===== config.mk =====
export PLATFORM = sky130hd
export DESIGN_NAME = consecutive_point_clusterer_top_flat
export DESIGN_NICKNAME = d
export VERILOG_FILES = /design/src/design/cpc_pkg.sv /design/src/design/cpc_ifs.sv /design/src/design/cpc_front.sv /design/src/design/cpc_queue.sv /design/src/design/cpc_back.sv /design/src/design/consecutive_point_clusterer_top.sv /design/src/flat_wrapper.sv
export SDC_FILE = /design/constraint.sdc
export NUM_CORES = 2
export LEC_CHECK = 0
export ABC_AREA = 1
export BUFFER_PORTS_ARGS = -buffer_cell sky130_fd_sc_hd__buf_2
export CORE_ASPECT_RATIO = 0.75
export CORE_UTILIZATION = 58
export CTS_BUF_LIST = sky130_fd_sc_hd__clkbuf_16
export CTS_CLUSTER_DIAMETER = 50
export CTS_CLUSTER_SIZE = 28
export DETAILED_ROUTE_END_ITERATION = 16
export PLACE_DENSITY = 0.83
export SYNTH_ARGS = -nofsm -noshare
export SYNTH_HDL_FRONTEND = slang
export SYNTH_SLANG_ARGS = --single-unit

===== constraint.sdc =====
create_clock -name clock -period 6.4 [get_ports clock]
set_clock_uncertainty 0.2 [all_clocks]
set_input_delay 0.32 -clock clock [delete_from_list [all_inputs] [get_ports clock]]
set_output_delay 0.32 -clock clock [all_outputs]
set_load 0.01 [all_outputs]

===== src/design/cpc_pkg.sv =====
`timescale 1ns / 1ps
package cpc_pkg;

   localparam int COORD_BITS  = 12;
   localparam int MAX_POINTS  = 4096;
   localparam int CNT_BITS    = $clog2(MAX_POINTS) + 1;
   localparam int SUM_BITS    = COORD_BITS + $clog2(MAX_POINTS);
   localparam int SQ_BITS     = 2 * COORD_BITS;
   localparam int DIST_BITS   = SQ_BITS + 1;
   localparam int JOIN_BITS   = 26;
   localparam int CSR_ADDR_BITS = 1;
   localparam int CSR_DATA_BITS = JOIN_BITS;
   localparam int STEP_BITS   = $clog2(SUM_BITS);
   localparam int QUEUE_DEPTH = 4;
   localparam int QPTR_BITS   = $clog2(QUEUE_DEPTH);

   localparam logic [CSR_ADDR_BITS-1:0] CSR_JOIN_DIST = 1'd0;
   localparam logic [CSR_ADDR_BITS-1:0] CSR_MIN_SIZE  = 1'd1;

   // one closed cluster on its way to the divider
   typedef struct packed {
      logic [SUM_BITS-1:0] sum_x;
      logic [SUM_BITS-1:0] sum_y;
      logic [CNT_BITS-1:0] count;
      logic                overflow;
      logic                hull_done;
      logic                run_last;
   } job_type;

endpackage


===== src/design/cpc_ifs.sv =====
`timescale 1ns / 1ps
interface cpc_req_if;
   logic                           valid;
   logic                           ready;
   logic [cpc_pkg::COORD_BITS-1:0] point_x;
   logic [cpc_pkg::COORD_BITS-1:0] point_y;
   logic                           first_point;
   logic                           last_point;
   modport source (output valid, point_x, point_y, first_point, last_point, input ready);
   modport sink   (input valid, point_x, point_y, first_point, last_point, output ready);
endinterface

interface cpc_rsp_if;
   logic                           valid;
   logic                           ready;
   logic [cpc_pkg::COORD_BITS-1:0] center_x;
   logic [cpc_pkg::COORD_BITS-1:0] center_y;
   logic [cpc_pkg::CNT_BITS-1:0]   member_count;
   logic                           count_overflow;
   logic                           hull_done;
   logic                           run_last;
   modport source (output valid, center_x, center_y, member_count, count_overflow,
                   hull_done, run_last, input ready);
   modport sink   (input valid, center_x, center_y, member_count, count_overflow,
                   hull_done, run_last, output ready);
endinterface

interface cpc_csr_if;
   logic                              valid;
   logic                              ready;
   logic [cpc_pkg::CSR_ADDR_BITS-1:0] addr;
   logic [cpc_pkg::CSR_DATA_BITS-1:0] data;
   modport source (output valid, addr, data, input ready);
   modport sink   (input valid, addr, data, output ready);
endinterface


===== src/design/cpc_front.sv =====
`timescale 1ns / 1ps
module cpc_front (
   input  logic             clock,
   input  logic             reset,
   cpc_req_if.sink          req_bus,
   cpc_csr_if.sink          csr_bus,
   output logic             push_valid,
   input  logic             push_ready,
   output cpc_pkg::job_type push_job
);

   localparam logic [1:0] F_IDLE = 2'd0;
   localparam logic [1:0] F_DIST = 2'd1;
   localparam logic [1:0] F_EVAL = 2'd2;
   localparam logic [1:0] F_PUSH = 2'd3;

   logic [1:0] state_ff, state_in;

   logic [cpc_pkg::COORD_BITS-1:0] x_ff, x_in, y_ff, y_in;
   logic                           first_ff, first_in, last_ff, last_in;
   logic [cpc_pkg::SQ_BITS-1:0]    sqx_ff, sqx_in, sqy_ff, sqy_in;

   logic [cpc_pkg::COORD_BITS-1:0] prev_x_ff, prev_x_in, prev_y_ff, prev_y_in;
   logic [cpc_pkg::SUM_BITS-1:0]   sum_x_ff, sum_x_in, sum_y_ff, sum_y_in;
   logic [cpc_pkg::CNT_BITS-1:0]   total_ff, total_in;
   logic                           ovf_ff, ovf_in, open_ff, open_in;

   logic [cpc_pkg::JOIN_BITS-1:0]  join_ff, join_in;
   logic [cpc_pkg::CNT_BITS-1:0]   min_ff, min_in;

   cpc_pkg::job_type job_a_ff, job_a_in, job_b_ff, job_b_in;
   logic             emit_a_ff, emit_a_in, emit_b_ff, emit_b_in;

   logic [cpc_pkg::COORD_BITS-1:0] dx, dy;
   logic [cpc_pkg::DIST_BITS-1:0]  dist_sq;
   logic                           joined;

   assign req_bus.ready = (state_ff == F_IDLE);
   assign csr_bus.ready = 1'b1;
   assign push_valid    = (state_ff == F_PUSH) && (emit_a_ff || emit_b_ff);
   assign push_job      = emit_a_ff ? job_a_ff : job_b_ff;

   assign dx      = (x_ff > prev_x_ff) ? x_ff - prev_x_ff : prev_x_ff - x_ff;
   assign dy      = (y_ff > prev_y_ff) ? y_ff - prev_y_ff : prev_y_ff - y_ff;
   assign dist_sq = {1'b0, sqx_ff} + {1'b0, sqy_ff};
   assign joined  = open_ff && !first_ff &&
                    ({{(cpc_pkg::JOIN_BITS-cpc_pkg::DIST_BITS){1'b0}}, dist_sq} < join_ff);

   always_comb begin
      state_in  = state_ff;
      x_in      = x_ff;
      y_in      = y_ff;
      first_in  = first_ff;
      last_in   = last_ff;
      sqx_in    = dx * dx;
      sqy_in    = dy * dy;
      prev_x_in = prev_x_ff;
      prev_y_in = prev_y_ff;
      sum_x_in  = sum_x_ff;
      sum_y_in  = sum_y_ff;
      total_in  = total_ff;
      ovf_in    = ovf_ff;
      open_in   = open_ff;
      join_in   = join_ff;
      min_in    = min_ff;
      job_a_in  = job_a_ff;
      job_b_in  = job_b_ff;
      emit_a_in = emit_a_ff;
      emit_b_in = emit_b_ff;

      if (csr_bus.valid) begin
         unique case (csr_bus.addr)
            cpc_pkg::CSR_JOIN_DIST: join_in = csr_bus.data;
            cpc_pkg::CSR_MIN_SIZE:  min_in  = csr_bus.data[cpc_pkg::CNT_BITS-1:0];
         endcase
      end

      unique case (state_ff)
         F_IDLE: begin
            if (req_bus.valid) begin
               x_in     = req_bus.point_x;
               y_in     = req_bus.point_y;
               first_in = req_bus.first_point;
               last_in  = req_bus.last_point;
               state_in = F_DIST;
            end
         end
         F_DIST: begin
            state_in = F_EVAL;
         end
         F_EVAL: begin
            // cluster closed by a break or a fresh start
            job_a_in.sum_x     = sum_x_ff;
            job_a_in.sum_y     = sum_y_ff;
            job_a_in.count     = total_ff;
            job_a_in.overflow  = ovf_ff;
            job_a_in.hull_done = 1'b0;
            emit_a_in          = open_ff && !joined && (total_ff >= min_ff);

            if (joined) begin
               if (total_ff >= cpc_pkg::CNT_BITS'(cpc_pkg::MAX_POINTS)) begin
                  ovf_in = 1'b1;
               end else begin
                  sum_x_in = sum_x_ff + cpc_pkg::SUM_BITS'(x_ff);
                  sum_y_in = sum_y_ff + cpc_pkg::SUM_BITS'(y_ff);
                  total_in = total_ff + 1'b1;
               end
            end else begin
               sum_x_in = cpc_pkg::SUM_BITS'(x_ff);
               sum_y_in = cpc_pkg::SUM_BITS'(y_ff);
               total_in = cpc_pkg::CNT_BITS'(1);
               ovf_in   = 1'b0;
            end
            prev_x_in = x_ff;
            prev_y_in = y_ff;
            open_in   = !last_ff;

            // cluster closed by the hull's last point
            job_b_in.sum_x     = sum_x_in;
            job_b_in.sum_y     = sum_y_in;
            job_b_in.count     = total_in;
            job_b_in.overflow  = ovf_in;
            job_b_in.hull_done = 1'b1;
            job_b_in.run_last  = 1'b1;
            emit_b_in          = last_ff && (total_in >= min_ff);
            job_a_in.run_last  = !emit_b_in;
            state_in           = F_PUSH;
         end
         F_PUSH: begin
            if (!emit_a_ff && !emit_b_ff) begin
               state_in = F_IDLE;
            end else if (push_ready) begin
               if (emit_a_ff) begin
                  emit_a_in = 1'b0;
               end else begin
                  emit_b_in = 1'b0;
               end
            end
         end
      endcase
   end

   always_ff @(posedge clock) begin
      if (reset) begin
         state_ff  <= F_IDLE;
         prev_x_ff <= '0;
         prev_y_ff <= '0;
         sum_x_ff  <= '0;
         sum_y_ff  <= '0;
         total_ff  <= '0;
         ovf_ff    <= 1'b0;
         open_ff   <= 1'b0;
         join_ff   <= '0;
         min_ff    <= cpc_pkg::CNT_BITS'(1);
         emit_a_ff <= 1'b0;
         emit_b_ff <= 1'b0;
      end else begin
         state_ff  <= state_in;
         prev_x_ff <= prev_x_in;
         prev_y_ff <= prev_y_in;
         sum_x_ff  <= sum_x_in;
         sum_y_ff  <= sum_y_in;
         total_ff  <= total_in;
         ovf_ff    <= ovf_in;
         open_ff   <= open_in;
         join_ff   <= join_in;
         min_ff    <= min_in;
         emit_a_ff <= emit_a_in;
         emit_b_ff <= emit_b_in;
      end
   end

   always_ff @(posedge clock) begin
      x_ff     <= x_in;
      y_ff     <= y_in;
      first_ff <= first_in;
      last_ff  <= last_in;
      sqx_ff   <= sqx_in;
      sqy_ff   <= sqy_in;
      job_a_ff <= job_a_in;
      job_b_ff <= job_b_in;
   end

endmodule


===== src/design/cpc_queue.sv =====
`timescale 1ns / 1ps
module cpc_queue (
   input  logic             clock,
   input  logic             reset,
   input  logic             push_valid,
   output logic             push_ready,
   input  cpc_pkg::job_type push_job,
   output logic             pop_valid,
   input  logic             pop_ready,
   output cpc_pkg::job_type pop_job
);

   cpc_pkg::job_type slot_ff [cpc_pkg::QUEUE_DEPTH];

   logic [cpc_pkg::QPTR_BITS-1:0] wr_ff, wr_in, rd_ff, rd_in;
   logic [cpc_pkg::QPTR_BITS:0]   fill_ff, fill_in;
   logic                          do_push, do_pop;

   assign push_ready = (fill_ff != cpc_pkg::QUEUE_DEPTH[cpc_pkg::QPTR_BITS:0]);
   assign pop_valid  = (fill_ff != '0);
   assign pop_job    = slot_ff[rd_ff];
   assign do_push    = push_valid && push_ready;
   assign do_pop     = pop_valid && pop_ready;

   always_comb begin
      wr_in   = wr_ff + cpc_pkg::QPTR_BITS'(do_push);
      rd_in   = rd_ff + cpc_pkg::QPTR_BITS'(do_pop);
      fill_in = fill_ff + (cpc_pkg::QPTR_BITS+1)'(do_push) - (cpc_pkg::QPTR_BITS+1)'(do_pop);
   end

   always_ff @(posedge clock) begin
      if (reset) begin
         wr_ff   <= '0;
         rd_ff   <= '0;
         fill_ff <= '0;
      end else begin
         wr_ff   <= wr_in;
         rd_ff   <= rd_in;
         fill_ff <= fill_in;
      end
   end

   always_ff @(posedge clock) begin
      if (do_push) begin
         slot_ff[wr_ff] <= push_job;
      end
   end

endmodule


===== src/design/cpc_back.sv =====
`timescale 1ns / 1ps
module cpc_back (
   input  logic             clock,
   input  logic             reset,
   input  logic             pop_valid,
   output logic             pop_ready,
   input  cpc_pkg::job_type pop_job,
   cpc_rsp_if.source        rsp_bus
);

   localparam logic [1:0] B_IDLE = 2'd0;
   localparam logic [1:0] B_DIV  = 2'd1;
   localparam logic [1:0] B_OUT  = 2'd2;

   // one restoring step: {remainder, quotient bit}
   function automatic logic [cpc_pkg::CNT_BITS:0] div_step(
      input logic [cpc_pkg::CNT_BITS-1:0] rem,
      input logic                         bit_in,
      input logic [cpc_pkg::CNT_BITS-1:0] den
   );
      logic [cpc_pkg::CNT_BITS:0] t;
      logic [cpc_pkg::CNT_BITS:0] d;
      t = {rem, bit_in};
      d = t - {1'b0, den};
      if (t >= {1'b0, den}) begin
         div_step = {d[cpc_pkg::CNT_BITS-1:0], 1'b1};
      end else begin
         div_step = {t[cpc_pkg::CNT_BITS-1:0], 1'b0};
      end
   endfunction

   logic [1:0] state_ff, state_in;
   logic [cpc_pkg::STEP_BITS-1:0] step_ff, step_in;
   logic [cpc_pkg::SUM_BITS-1:0]  qx_ff, qx_in, qy_ff, qy_in;
   logic [cpc_pkg::CNT_BITS-1:0]  rx_ff, rx_in, ry_ff, ry_in, n_ff, n_in;
   logic                          ovf_ff, ovf_in, done_ff, done_in, last_ff, last_in;

   logic                           out_valid_ff, out_valid_in;
   logic [cpc_pkg::COORD_BITS-1:0] cx_ff, cx_in, cy_ff, cy_in;
   logic [cpc_pkg::CNT_BITS-1:0]   cnt_ff, cnt_in;
   logic                           o_ovf_ff, o_ovf_in, o_done_ff, o_done_in;
   logic                           o_last_ff, o_last_in;

   logic [cpc_pkg::CNT_BITS:0] sx, sy;
   logic [cpc_pkg::CNT_BITS:0] twice_rx, twice_ry, n_ext;
   logic                       up_x, up_y, out_free;
   logic [cpc_pkg::SUM_BITS-1:0] rounded_x, rounded_y;

   assign pop_ready = (state_ff == B_IDLE);
   assign out_free  = !out_valid_ff || rsp_bus.ready;

   assign sx = div_step(rx_ff, qx_ff[cpc_pkg::SUM_BITS-1], n_ff);
   assign sy = div_step(ry_ff, qy_ff[cpc_pkg::SUM_BITS-1], n_ff);

   // round half to even
   assign twice_rx  = {rx_ff, 1'b0};
   assign twice_ry  = {ry_ff, 1'b0};
   assign n_ext     = {1'b0, n_ff};
   assign up_x      = (twice_rx > n_ext) || ((twice_rx == n_ext) && qx_ff[0]);
   assign up_y      = (twice_ry > n_ext) || ((twice_ry == n_ext) && qy_ff[0]);
   assign rounded_x = qx_ff + cpc_pkg::SUM_BITS'(up_x);
   assign rounded_y = qy_ff + cpc_pkg::SUM_BITS'(up_y);

   assign rsp_bus.valid          = out_valid_ff;
   assign rsp_bus.center_x       = cx_ff;
   assign rsp_bus.center_y       = cy_ff;
   assign rsp_bus.member_count   = cnt_ff;
   assign rsp_bus.count_overflow = o_ovf_ff;
   assign rsp_bus.hull_done      = o_done_ff;
   assign rsp_bus.run_last       = o_last_ff;

   always_comb begin
      state_in     = state_ff;
      step_in      = step_ff;
      qx_in        = qx_ff;
      qy_in        = qy_ff;
      rx_in        = rx_ff;
      ry_in        = ry_ff;
      n_in         = n_ff;
      ovf_in       = ovf_ff;
      done_in      = done_ff;
      last_in      = last_ff;
      out_valid_in = out_valid_ff && !rsp_bus.ready;
      cx_in        = cx_ff;
      cy_in        = cy_ff;
      cnt_in       = cnt_ff;
      o_ovf_in     = o_ovf_ff;
      o_done_in    = o_done_ff;
      o_last_in    = o_last_ff;

      unique case (state_ff)
         B_IDLE: begin
            if (pop_valid) begin
               qx_in    = pop_job.sum_x;
               qy_in    = pop_job.sum_y;
               rx_in    = '0;
               ry_in    = '0;
               n_in     = pop_job.count;
               ovf_in   = pop_job.overflow;
               done_in  = pop_job.hull_done;
               last_in  = pop_job.run_last;
               step_in  = '0;
               state_in = B_DIV;
            end
         end
         B_DIV: begin
            qx_in   = {qx_ff[cpc_pkg::SUM_BITS-2:0], sx[0]};
            qy_in   = {qy_ff[cpc_pkg::SUM_BITS-2:0], sy[0]};
            rx_in   = sx[cpc_pkg::CNT_BITS:1];
            ry_in   = sy[cpc_pkg::CNT_BITS:1];
            step_in = step_ff + 1'b1;
            if (step_ff == cpc_pkg::STEP_BITS'(cpc_pkg::SUM_BITS - 1)) begin
               state_in = B_OUT;
            end
         end
         B_OUT: begin
            if (out_free) begin
               out_valid_in = 1'b1;
               cx_in        = rounded_x[cpc_pkg::COORD_BITS-1:0];
               cy_in        = rounded_y[cpc_pkg::COORD_BITS-1:0];
               cnt_in       = n_ff;
               o_ovf_in     = ovf_ff;
               o_done_in    = done_ff;
               o_last_in    = last_ff;
               state_in     = B_IDLE;
            end
         end
         default: begin
            state_in = B_IDLE;
         end
      endcase
   end

   always_ff @(posedge clock) begin
      if (reset) begin
         state_ff     <= B_IDLE;
         out_valid_ff <= 1'b0;
      end else begin
         state_ff     <= state_in;
         out_valid_ff <= out_valid_in;
      end
   end

   always_ff @(posedge clock) begin
      step_ff   <= step_in;
      qx_ff     <= qx_in;
      qy_ff     <= qy_in;
      rx_ff     <= rx_in;
      ry_ff     <= ry_in;
      n_ff      <= n_in;
      ovf_ff    <= ovf_in;
      done_ff   <= done_in;
      last_ff   <= last_in;
      cx_ff     <= cx_in;
      cy_ff     <= cy_in;
      cnt_ff    <= cnt_in;
      o_ovf_ff  <= o_ovf_in;
      o_done_ff <= o_done_in;
      o_last_ff <= o_last_in;
   end

endmodule


===== src/design/consecutive_point_clusterer_top.sv =====
`timescale 1ns / 1ps
// Consecutive point clusterer: groups the points of a hull into runs of near
// neighbours and gives each run's rounded centroid and member count.
// req_bus  : one hull point per word (x, y, first/last marks).
// rsp_bus  : zero, one or two words per point; run_last marks the final one.
// csr_bus  : register 0 join distance squared, register 1 minimum cluster size;
//            always ready; the user must write them only while the block
//            is idle, which the block itself does not enforce.
// Path     : a point goes through the front's DIST, EVAL and PUSH states,
//            the queue, the divider over all 24 quotient bits and rounding.
// The front takes no new point until its words are pushed; each emitted
// cluster holds the shared divider until its word is taken into the output.
// A 4-deep queue between front and divider, and a registered output, let
// points keep coming while rsp_bus is stalled; once the queue is full the
// front holds off req_bus.ready.
// Reset: synchronous, active high; no cluster is open, registers return to
// join distance 0 and minimum size 1, queue and output are emptied.
module consecutive_point_clusterer_top (
   input logic        clock,
   input logic        reset,
   cpc_req_if.sink    req_bus,
   cpc_rsp_if.source  rsp_bus,
   cpc_csr_if.sink    csr_bus
);

   logic             push_valid, push_ready, pop_valid, pop_ready;
   cpc_pkg::job_type push_job, pop_job;

   cpc_front u_front (
      .clock      (clock),
      .reset      (reset),
      .req_bus    (req_bus),
      .csr_bus    (csr_bus),
      .push_valid (push_valid),
      .push_ready (push_ready),
      .push_job   (push_job)
   );

   cpc_queue u_queue (
      .clock      (clock),
      .reset      (reset),
      .push_valid (push_valid),
      .push_ready (push_ready),
      .push_job   (push_job),
      .pop_valid  (pop_valid),
      .pop_ready  (pop_ready),
      .pop_job    (pop_job)
   );

   cpc_back u_back (
      .clock     (clock),
      .reset     (reset),
      .pop_valid (pop_valid),
      .pop_ready (pop_ready),
      .pop_job   (pop_job),
      .rsp_bus   (rsp_bus)
   );

endmodule


===== src/flat_wrapper.sv =====
// flat-port wrapper written by rule: the top's interface ports become plain ports
module consecutive_point_clusterer_top_flat 
  (clock, reset, req_bus_valid, req_bus_point_x, req_bus_point_y, req_bus_first_point, req_bus_last_point, req_bus_ready, rsp_bus_valid, rsp_bus_center_x, rsp_bus_center_y, rsp_bus_member_count, rsp_bus_count_overflow, rsp_bus_hull_done, rsp_bus_run_last, rsp_bus_ready, csr_bus_valid, csr_bus_addr, csr_bus_data, csr_bus_ready);
  cpc_req_if req_bus_i ();
  cpc_rsp_if rsp_bus_i ();
  cpc_csr_if csr_bus_i ();
  input logic clock;
  input logic reset;
  input wire logic [$bits(req_bus_i.valid)-1:0] req_bus_valid;
  input wire logic [$bits(req_bus_i.point_x)-1:0] req_bus_point_x;
  input wire logic [$bits(req_bus_i.point_y)-1:0] req_bus_point_y;
  input wire logic [$bits(req_bus_i.first_point)-1:0] req_bus_first_point;
  input wire logic [$bits(req_bus_i.last_point)-1:0] req_bus_last_point;
  output wire logic [$bits(req_bus_i.ready)-1:0] req_bus_ready;
  output wire logic [$bits(rsp_bus_i.valid)-1:0] rsp_bus_valid;
  output wire logic [$bits(rsp_bus_i.center_x)-1:0] rsp_bus_center_x;
  output wire logic [$bits(rsp_bus_i.center_y)-1:0] rsp_bus_center_y;
  output wire logic [$bits(rsp_bus_i.member_count)-1:0] rsp_bus_member_count;
  output wire logic [$bits(rsp_bus_i.count_overflow)-1:0] rsp_bus_count_overflow;
  output wire logic [$bits(rsp_bus_i.hull_done)-1:0] rsp_bus_hull_done;
  output wire logic [$bits(rsp_bus_i.run_last)-1:0] rsp_bus_run_last;
  input wire logic [$bits(rsp_bus_i.ready)-1:0] rsp_bus_ready;
  input wire logic [$bits(csr_bus_i.valid)-1:0] csr_bus_valid;
  input wire logic [$bits(csr_bus_i.addr)-1:0] csr_bus_addr;
  input wire logic [$bits(csr_bus_i.data)-1:0] csr_bus_data;
  output wire logic [$bits(csr_bus_i.ready)-1:0] csr_bus_ready;
  assign req_bus_i.valid = req_bus_valid;
  assign req_bus_i.point_x = req_bus_point_x;
  assign req_bus_i.point_y = req_bus_point_y;
  assign req_bus_i.first_point = req_bus_first_point;
  assign req_bus_i.last_point = req_bus_last_point;
  assign req_bus_ready = req_bus_i.ready;
  assign rsp_bus_valid = rsp_bus_i.valid;
  assign rsp_bus_center_x = rsp_bus_i.center_x;
  assign rsp_bus_center_y = rsp_bus_i.center_y;
  assign rsp_bus_member_count = rsp_bus_i.member_count;
  assign rsp_bus_count_overflow = rsp_bus_i.count_overflow;
  assign rsp_bus_hull_done = rsp_bus_i.hull_done;
  assign rsp_bus_run_last = rsp_bus_i.run_last;
  assign rsp_bus_i.ready = rsp_bus_ready;
  assign csr_bus_i.valid = csr_bus_valid;
  assign csr_bus_i.addr = csr_bus_addr;
  assign csr_bus_i.data = csr_bus_data;
  assign csr_bus_ready = csr_bus_i.ready;
  consecutive_point_clusterer_top u_core (.clock(clock), .reset(reset), .req_bus(req_bus_i), .rsp_bus(rsp_bus_i), .csr_bus(csr_bus_i));
endmodule

==> metrics.md <==
| Metric | Value |
|---|---|
| CP most frequent cell | `inv_2` |
| Finish-stage setup viols | `4` |
| Commonest non-fill, non-tap cell in the layout | `nand2_1` |
| HPWL after detailed placement | `78700 um` |
| Core area | `75300 um2` |
| Failing checks | `setup timing` |
| Die W | `321 um` |
| Worst Path Max Fanout | `7` |
| Top Family by Delay on Critical Path | `adder cells` |
| Synth Cell Area | `44300 um2` |
| Fin nets | `5951` |
| GRT Overall Usage | `0.291` |
| Clock transition at path regs | `around 0.07 ns` |
| Pre-Repair DR Iteration Count | `6` |
| N_diodes | `0` |
| Total gr overflow | `0` |
| Initial antenna violation count | `5` |
| FMAX | `154 MHz` |
| Die area | `77500 um2` |
| Min Tclk post-route | `6.47 ns` |
| TritonCTS clock tree | `done` |
| H-tree Lvls | `2` |
| Critical Path Source Type | `flip-flop` |
| Clock Path Buffers | `3` |
| Wire length per cell | `17.8 um` |
| Area Growth Syn to Fin | `20.1%` |
| Ports | `between 100 and 150` |
| Total negative setup slack | `-0.184 ns` |
| CP Buf/Inv Count | `9` |
| First-pass GRT wire length | `between 150000 and 200000 um` |
| Die Height | `around 240 um` |
| Slowest CP cell | `fa_1` |
| Inserted Clock Buffers | `60` |
| Cells after Synth | `4975` |
| Critical path type | `reg -> reg` |
| Final period util | `1.01` |
| Via density | `~5.5` |
| Warnings from Yosys | `0` |
| Crit end category | `flip-flop` |
| Starting Density | `0.588` |
| Max Cap Viol | `0` |
| GP Congestion | `0.932` |
| Slew @ Worst Pin | `1.08 ns` |
| Skew-Pair Late Insertion Delay | `0.71 ns` |
| Worst Slack Setup Final | `-0.0730 ns` |
| Number of global-route vias before repair | `34101` |
| Worst Path Arrival | `6.83 ns` |
| Root Driver | `clkbuf_16` |
| Port Buffers | `99` |
| Most frequent cells in the layout | `nand2_1 (946), inv_1 (691), edfxtp_1 (542)` |
| HP Class | `in -> reg` |
| Fillcell total | `5368` |
| Syn_nets | `around 5500` |
| Syn avg cell area | `8.90 um2` |
| Max-slew violations | `0` |
| Routed Antenna Nets | `0` |
| Initial DRC Count | `3569` |
| Final Hold Vio Count | `0` |
| Max-slew headroom | `0.281` |
| DR vias | `35868` |
| Post-synthesis sequential area ratio | `0.452` |
| Largest net degree at the start of global routing | `roughly 220` |
| CTS Sinks | `728` |
| Num rows | `87` |
| Crit-path max cell delay | `0.56 ns` |
| RSZ-0062 raised after global routing | `true` |
| Wirelength, routed | `between 100000 and 150000 um` |
| Critical path required time | `just under 7 ns` |
| Status | `finished with violations` |
| Layout cells sized above 1 | `0.188` |
| Yosys reg bits | `728` |
| Remaining DRCs | `0` |
| Distinct cells, synth | `51` |
[routing by layer]
layer | vias up | wire [um] | GRT usage
met1 | 16934 | 49700 | 0.417
met5 | - | 11 | 0
met3 | 233 | 10200 | 0.0471
li1 | 17135 | - | -
met2 | 1564 | 52800 | 0.456
met4 | 2 | 3190 | 0.0896
[sequential cells by signal, summed over array words and instances (netlist names), 24 cells and up]
register	count
u_core.u_queue.slot_ff	256
u_core.u_back.qy_ff	24
u_core.u_back.qx_ff	24
u_core.u_front.sum_x_ff	24
u_core.u_front.job_a_ff	63
u_core.u_front.job_b_ff	62
u_core.u_front.sum_y_ff	24
u_core.u_front.join_ff	26
[cell type report]
class | count | area [um2] | share of cell area
inverters | 764 | 2930 | 0.0551
clock buffers | 63 | 1580 | 0.0296
multi-input cells | 3325 | 22400 | 0.422
repair inverters | 1 | 8.76 | 0.000165
clock inverters | 51 | 764 | 0.0144
repair buffers | 541 | 4180 | 0.0787
flip-flops and latches | 728 | 20000 | 0.376
well taps | 1023 | 1280 | 0.0241
[tightest hold or removal path, delay by kind of cell]
family,cells,cell delay [ns]
buffers and inverters,3,0.40
AO/OA/AOI/OAI,2,0.17
[final timing paths]
check | endpoint | slack [ns] | cells after the start | startpoint
min | u_core.u_front.state_ff[1]$_SDFFE_PP0P_ | 0.09 | 5 | req_bus_valid
max reg2reg | u_core.u_front.sqy_ff[17]$_DFF_P_ | -0.07 | 31 | u_core.u_front.y_ff[0]$_DFFE_PP_
min reg2reg | u_core.u_front.job_a_ff[47]$_DFFE_PP_ | 0.25 | 0 | u_core.u_front.sum_x_ff[7]$_SDFFE_PP0P_
max | u_core.u_front.sqy_ff[17]$_DFF_P_ | -0.07 | 31 | u_core.u_front.y_ff[0]$_DFFE_PP_
[synth_stat cells (all sizes together)]
| library cell | n | area, um2 |
|---|---|---|
| a31oi | 36 | 225 |
| nor3 | 43 | 215 |
| a21o | 14 | 105 |
| xnor2 | 34 | 298 |
| nor4 | 11 | 68.8 |
| ha | 299 | 3740 |
| a211oi | 1 | 7.51 |
| edfxtp | 542 | 16300 |
| inv | 763 | 2870 |
| o21ai | 368 | 1880 |
| and2 | 5 | 31.3 |
| buf | 47 | 323 |
| clkbuf | 111 | 419 |
| nand3b | 9 | 67.6 |
| nand2b | 1 | 6.26 |
| a221oi | 1 | 8.76 |
| o211ai | 3 | 22.5 |
| o21a | 5 | 37.5 |
| clkinv | 1 | 3.75 |
| o22ai | 36 | 225 |
| a2bb2oi | 1 | 8.76 |
| nand3 | 198 | 1010 |
| fa | 173 | 3460 |
| nand2 | 1051 | 4040 |
| dfxtp | 186 | 3720 |
| nor2 | 569 | 2310 |
| o2111ai | 1 | 8.76 |
| conb | 1 | 3.75 |
| a21boi | 2 | 15.0 |
| o31ai | 1 | 7.51 |
| nand4 | 47 | 294 |
| or2 | 12 | 75.1 |
| o21bai | 24 | 184 |
| xor2 | 105 | 920 |
| a21oi | 274 | 1380 |
[through the flow]
stage	hold WS, ns	instances	instance area (um2)	util	worst slack [ns]
6_report	0.0890	6496	53200	0.706	-0.0730
5_1_grt	0.130	6496	53200	0.706	-0.295
4_1_cts	0.0187	6444	51200	0.679	0.00103
3_5_place_dp	0.244	6270	47900	0.636	-0.405
3_3_place_gp	0.228	6270	47900	0.636	-0.288
2_1_floorplan	0.200	4975	44300	-	0.00274
[repair_timing]
item,CTS,global route
pin swaps,28,193
endpoints found under the hold margin,69,0
setup buffers,5,54
gates cloned,0,1
gates resized for setup,81,403
endpoints found under the setup margin,26,27
hold buffers,55,0
[kinds of logic after synthesis]
kind of cell / count (synthesis) / share of synthesized area
DFF: 728 / 0.452
other: 1 / 0.0000847
buffers and inverters: 922 / 0.0816
AOI/OAI and AO/OA: 767 / 0.0928
xor gates and xnor gates: 139 / 0.0275
and+or+nand+nor: 1946 / 0.184
adders and majority gates: 472 / 0.163
Power is not shown: default switching activity piles up to over one toggle a cycle in this logic, so the estimate is an artifact.
